### src/hdl/ialu_pkg.sv
`timescale 1ns / 1ps
package ialu_pkg;

   // Operation codes carried in the mode field.
   localparam logic [2:0] MODE_ADD  = 3'd0;
   localparam logic [2:0] MODE_SUB  = 3'd1;
   localparam logic [2:0] MODE_MUL  = 3'd2;
   localparam logic [2:0] MODE_DIV  = 3'd3;
   localparam logic [2:0] MODE_SQRT = 3'd4;

   // Error codes reported with each result.
   localparam logic [1:0] ERR_NONE     = 2'd0;
   localparam logic [1:0] ERR_DIV_ZERO = 2'd1;
   localparam logic [1:0] ERR_NEG_ROOT = 2'd2;

   // Width of the external operand and result fields.
   localparam int FIELD_WIDTH = 64;

   // Control information that travels with each transaction down the pipeline.
   typedef struct packed {
      logic       valid;
      logic [2:0] mode;
      logic [1:0] err;
      logic       a_neg;
      logic       b_neg;
   } ctrl_type;

endpackage

### src/hdl/ialu_stage.sv
`timescale 1ns / 1ps
module ialu_stage #(
   parameter int DATA_WIDTH = 64,
   parameter int STEP       = 0
) (
   input  logic                  clock,
   input  logic                  reset,
   input  logic                  advance,
   input  ialu_pkg::ctrl_type    ctrl_in,
   input  logic [DATA_WIDTH-1:0] x_in,
   input  logic [DATA_WIDTH-1:0] y_in,
   input  logic [DATA_WIDTH-1:0] acc_in,
   input  logic [DATA_WIDTH-1:0] r_in,
   input  logic [DATA_WIDTH-1:0] prod_in,
   output ialu_pkg::ctrl_type    ctrl_out,
   output logic [DATA_WIDTH-1:0] x_out,
   output logic [DATA_WIDTH-1:0] acc_out,
   output logic [DATA_WIDTH-1:0] r_out,
   output logic [DATA_WIDTH-1:0] y_out,
   output logic [DATA_WIDTH-1:0] prod_out
);
   import ialu_pkg::*;

   localparam int W       = DATA_WIDTH;
   localparam int SQ      = DATA_WIDTH / 2;
   localparam int SH      = (STEP < SQ) ? 2 * (SQ - 1 - STEP) : 0;
   localparam bit SQ_STEP = (STEP < SQ);

   ctrl_type       ctrl_ff;
   logic [W-1:0]   x_ff, x_in_nx;
   logic [W-1:0]   y_ff;
   logic [W-1:0]   acc_ff, acc_nx;
   logic [W-1:0]   r_ff, r_nx;
   logic [W-1:0]   prod_ff;
   logic [W:0]     shifted;
   logic [W-1:0]   root_bit;
   logic [W:0]     trial;

   // One restoring-division bit or one square-root digit per stage.
   always_comb begin
      shifted  = {r_in, x_in[W-1]};
      root_bit = W'(1) << SH;
      trial    = {1'b0, acc_in} + {1'b0, root_bit};
      x_in_nx  = x_in;
      acc_nx   = acc_in;
      r_nx     = r_in;
      if (ctrl_in.mode == MODE_DIV) begin
         x_in_nx = x_in << 1;
         if (shifted >= {1'b0, y_in}) begin
            r_nx   = W'(shifted - {1'b0, y_in});
            acc_nx = {acc_in[W-2:0], 1'b1};
         end else begin
            r_nx   = shifted[W-1:0];
            acc_nx = {acc_in[W-2:0], 1'b0};
         end
      end else if (ctrl_in.mode == MODE_SQRT && SQ_STEP) begin
         if ({1'b0, x_in} >= trial) begin
            x_in_nx = x_in - trial[W-1:0];
            acc_nx  = (acc_in >> 1) + root_bit;
         end else begin
            acc_nx  = acc_in >> 1;
         end
      end
   end

   // Only the valid bit resets; the other control fields and the payload only follow the pipeline enable.
   always_ff @(posedge clock) begin
      if (reset) begin
         ctrl_ff.valid <= 1'b0;
      end else if (advance) begin
         ctrl_ff.valid <= ctrl_in.valid;
      end
      if (advance) begin
         ctrl_ff.mode  <= ctrl_in.mode;
         ctrl_ff.err   <= ctrl_in.err;
         ctrl_ff.a_neg <= ctrl_in.a_neg;
         ctrl_ff.b_neg <= ctrl_in.b_neg;
         x_ff          <= x_in_nx;
         y_ff          <= y_in;
         acc_ff        <= acc_nx;
         r_ff          <= r_nx;
         prod_ff       <= prod_in;
      end
   end

   assign ctrl_out = ctrl_ff;
   assign x_out    = x_ff;
   assign y_out    = y_ff;
   assign acc_out  = acc_ff;
   assign r_out    = r_ff;
   assign prod_out = prod_ff;
endmodule

### config.mk
export PLATFORM = sky130hd
export DESIGN_NAME = ialu_stage
export DESIGN_NICKNAME = d
export VERILOG_FILES = /design/src/hdl/ialu_pkg.sv /design/src/hdl/ialu_stage.sv
export SDC_FILE = /design/constraint.sdc
export NUM_CORES = 1
export LEC_CHECK = 0
export BUFFER_PORTS_ARGS = -buffer_cell sky130_fd_sc_hd__buf_2
export CAP_MARGIN = 25
export CELL_PAD_IN_SITES_DETAIL_PLACEMENT = 0
export CELL_PAD_IN_SITES_GLOBAL_PLACEMENT = 2
export CORE_MARGIN = 2
export CORE_UTILIZATION = 34
export CTS_CLUSTER_SIZE = 40
export DETAILED_ROUTE_END_ITERATION = 16
export HOLD_SLACK_MARGIN = 0.06
export PLACE_DENSITY = 0.91
export SLEW_MARGIN = 0
export SYNTH_ARGS = -nofsm -noshare
export SYNTH_HDL_FRONTEND = slang
export SYNTH_SLANG_ARGS = --single-unit
### constraint.sdc
create_clock -name clock -period 8.7 [get_ports clock]
set_clock_uncertainty 0.2 [all_clocks]
set_input_delay 1.74 -clock clock [delete_from_list [all_inputs] [get_ports clock]]
set_output_delay 1.74 -clock clock [all_outputs]
set_load 0.02 [all_outputs]
==> flow_metrics.tcl <==
set metrics [dict create \
    status "complete, no violations" \
    maxCapViolCount 0 \
    initial_core_util 0.343 \
    clock-sinks 328 \
    endpoint_kind "flip-flop" \
    drt_iter0_markers 1392 \
    synth_area_per_cell_sq_um 9.41 \
    tightest_slew_ns 1.44 \
    hpwl_mm 62.5 \
    synth_top_area_frac 0.447 \
    yosysSeqAreaShare 0.448 \
    cp.required_ns 8.83 \
    synth-compound-area-share 0.219 \
    fmax_ghz 0.186 \
    track_usage 0.227 \
    row_count 93 \
    synthFlopType "edfxtp_1" \
    synthArstFlopShare 0 \
    clock_path_buffers 3 \
    clkSlewWorstSetupHoldPaths_ns 0.06 \
    setup_viol 0 \
    grt_pass1_vias 19849 \
    synth_top_family_by_area "compound AO/OA/AOI/OAI gates" \
    post-cts-setup-buffers 0 \
    core_region_area_sq_um 64100 \
    leakagePower_nw 12.0 \
    period_needed_ns 5.38 \
    antenna_left 0 \
    ios 659 \
    die_h_um 258 \
    hold_violations 0 \
    wire_per_inst_um 20.8 \
    final_util 0.424 \
    synth_cell_types 81 \
    dr.pass1.iters 5 \
    dieArea_sq_um 66600 \
    antenna_found_initial 21 \
    grt_overflow_total 0 \
    finalSetupTns_ns 0 \
    synth_most_common_cell "edfxtp_1" \
    synth_mux_area_frac 0.0334 \
    powerDensity_nw_per_um2 180 \
    synth_common_cells "edfxtp_1 (327), a21oi_1 (277), nand2_1 (221), nor2_1 (203), inv_1 (162)" \
    grt_max_degree 226 \
    drive_above_1_share 0.256 \
    hold_buffers 0 \
    path_buf_inv 3 \
    vdd_drop_max_mv 0.132 \
    die_w_um 258 \
    wl_mm 79.3 \
    io_buffer_count 658 \
    holdWs_ns 0.312 \
    rsz0062_at_grt "no" \
    nNetsFinal 3378 \
    path_cells "buf_2 -> inv_1 -> ha_1 -> nand2_1 -> nor2_1 -> o311a_1 -> a211oi_2 -> a2111o_1 -> o21ai_2 -> a31oi_4 -> o21bai_4 -> buf_12 -> mux2i_1 -> o21ai_0" \
    synth_xor_area_frac 0.0443 \
    vias_per_cell 5.23 \
    cpPeakStageDelay_ns 0.62 \
    yosys.area_share.simple 0.125 \
    grt_pass1_wl_mm 118 \
    cpMaxStageDelayCell "o21bai_4" \
    htreeDepth 2 \
    max_slew_margin 0.0399 \
    cts_resized 0 \
    num_vias 19931 \
    ys_warn_count 0 \
    cts_root_buf "clkbuf_16" \
    clk_latency_ns 0.57 \
    drc 0 \
    cts_tree "built" \
    drv_slew 0 \
    routabilityCongestion 0.880 \
    ys_top_cells_by_area "edfxtp_1 (45%), ha_1 (7.4%), a21oi_1 (6.3%), nand2_1 (3.8%), o21ai_0 (3.6%)" \
    synth-seq-cells 328 \
    synthAdderAreaFrac 0.0759 \
    fin_crit_sh 0.618 \
    syn_to_final_growth_pct 23.8 \
    cp_top_family "compound AO/OA/AOI/OAI gates" \
    total_power_mw 4.89 \
    cp_max_fo 52 \
    min_path_type "reg2reg" \
    synth_cells 2334 \
    critPathArrivalTime_ns 5.51 \
    fillCellCount 6427 \
    startpoint_type "primary input" \
    numCtsBuffers 39 \
    synth_top_cell_by_area "edfxtp_1" \
    syn_area_sq_um 22000 \
    syn_nets 2797 \
    synth_enable_flop_cells 327 \
    crit_type "in2reg" \
]
## layout by cell type, fill, tap and decap left out, types with 7 or more instances in the layout
cell type and count:
buf_2 657, edfxtp_1 327, a21oi_1 277, nand2_1 221, nor2_1 202, inv_1 162
o21ai_0 158, ha_1 130, a21o_1 74, a211oi_1 73, mux2i_1 70, xnor2_1 69
nand4_1 46, xor2_1 42, clkbuf_16 39, o21ai_1 32, nand3_1 31, o21bai_1 25
o21a_1 24, nor3_1 22, and3_1 19, a31oi_1 19, o211ai_1 17, diode_2 11
a21boi_0 11, nor4_1 10, nor2b_1 10, clkbuf_1 10, and2_1 9, or3_1 9
a2111oi_0 7, o31ai_1 7, buf_4 7
## report_power, final
group          total, mW  switching, mW  internal (mW)
Sequential          1.95         0.0434           1.91
Clock               1.58          0.709          0.869
Combinational       1.36          0.873          0.485
## worst reg2reg max path: stages (launching register included)
cell and delay (ns):
dfxtp_1 0.31, mux2i_1 0.13, nor2_1 0.05
## layer usage
layer  part of all wire  vias to the layer above  track usage  wire length [um]
met5             0.0010                        -            0                80
met4              0.025                       12       0.0578              2000
met3              0.079                      127       0.0614              6240
met2               0.49                      674        0.405             39200
met1               0.40                     9363        0.268             31800
li1                   -                     9755            -                 -
## final timing paths
kind | startpoint | end | slack, ns | depth (start not counted)
setup reg to reg | ctrl_out[7]$_SDFFE_PP0P_ | ctrl_out[7]$_SDFFE_PP0P_ | 7.90 | 2
hold / removal | ctrl_out[7]$_SDFFE_PP0P_ | ctrl_out[7]$_SDFFE_PP0P_ | 0.31 | 2
hold reg to reg | ctrl_out[7]$_SDFFE_PP0P_ | ctrl_out[7]$_SDFFE_PP0P_ | 0.31 | 2
setup / recovery | y_in[7] | r_out[4]$_DFFE_PP_ | 3.32 | 14
## logic make-up after synthesis
kind of cell               after synthesis
xor gates and xnor gates               111
muxes                                   73
and+or+nand+nor                        614
DFF                                    328
buffers and inverters                  292
adders and majority gates              132
AOI/OAI and AO/OA                      784
## per-stage QoR
step                cells  cell area, sq um  worst slack (ns)
floorplan            2334             22000              3.91
global placement     3728             25900              2.82
detailed placement   3728             25900              2.74
CTS                  3800             27100              3.31
global route         3802             27200              3.03
finish               3812             27200              3.32
## final cells by class
class	count	area [sq um]	share of cell area
flip-flops and latches	328	9840	0.362
multi-input cells	1714	11000	0.404
clock buffers	49	1010	0.0373
diodes	11	27.5	0.00101
inverters	162	608	0.0224
repair buffers	670	3460	0.127
clock inverters	23	190	0.00700
well taps	855	1070	0.0394
## registers in the layout (all words and copies together) (netlist names)
name and cells:
acc_out 64, prod_out 64, r_out 64, x_out 64, y_out 64, ctrl_out 8
No activity file was read; power rests on OpenSTA's default activity.
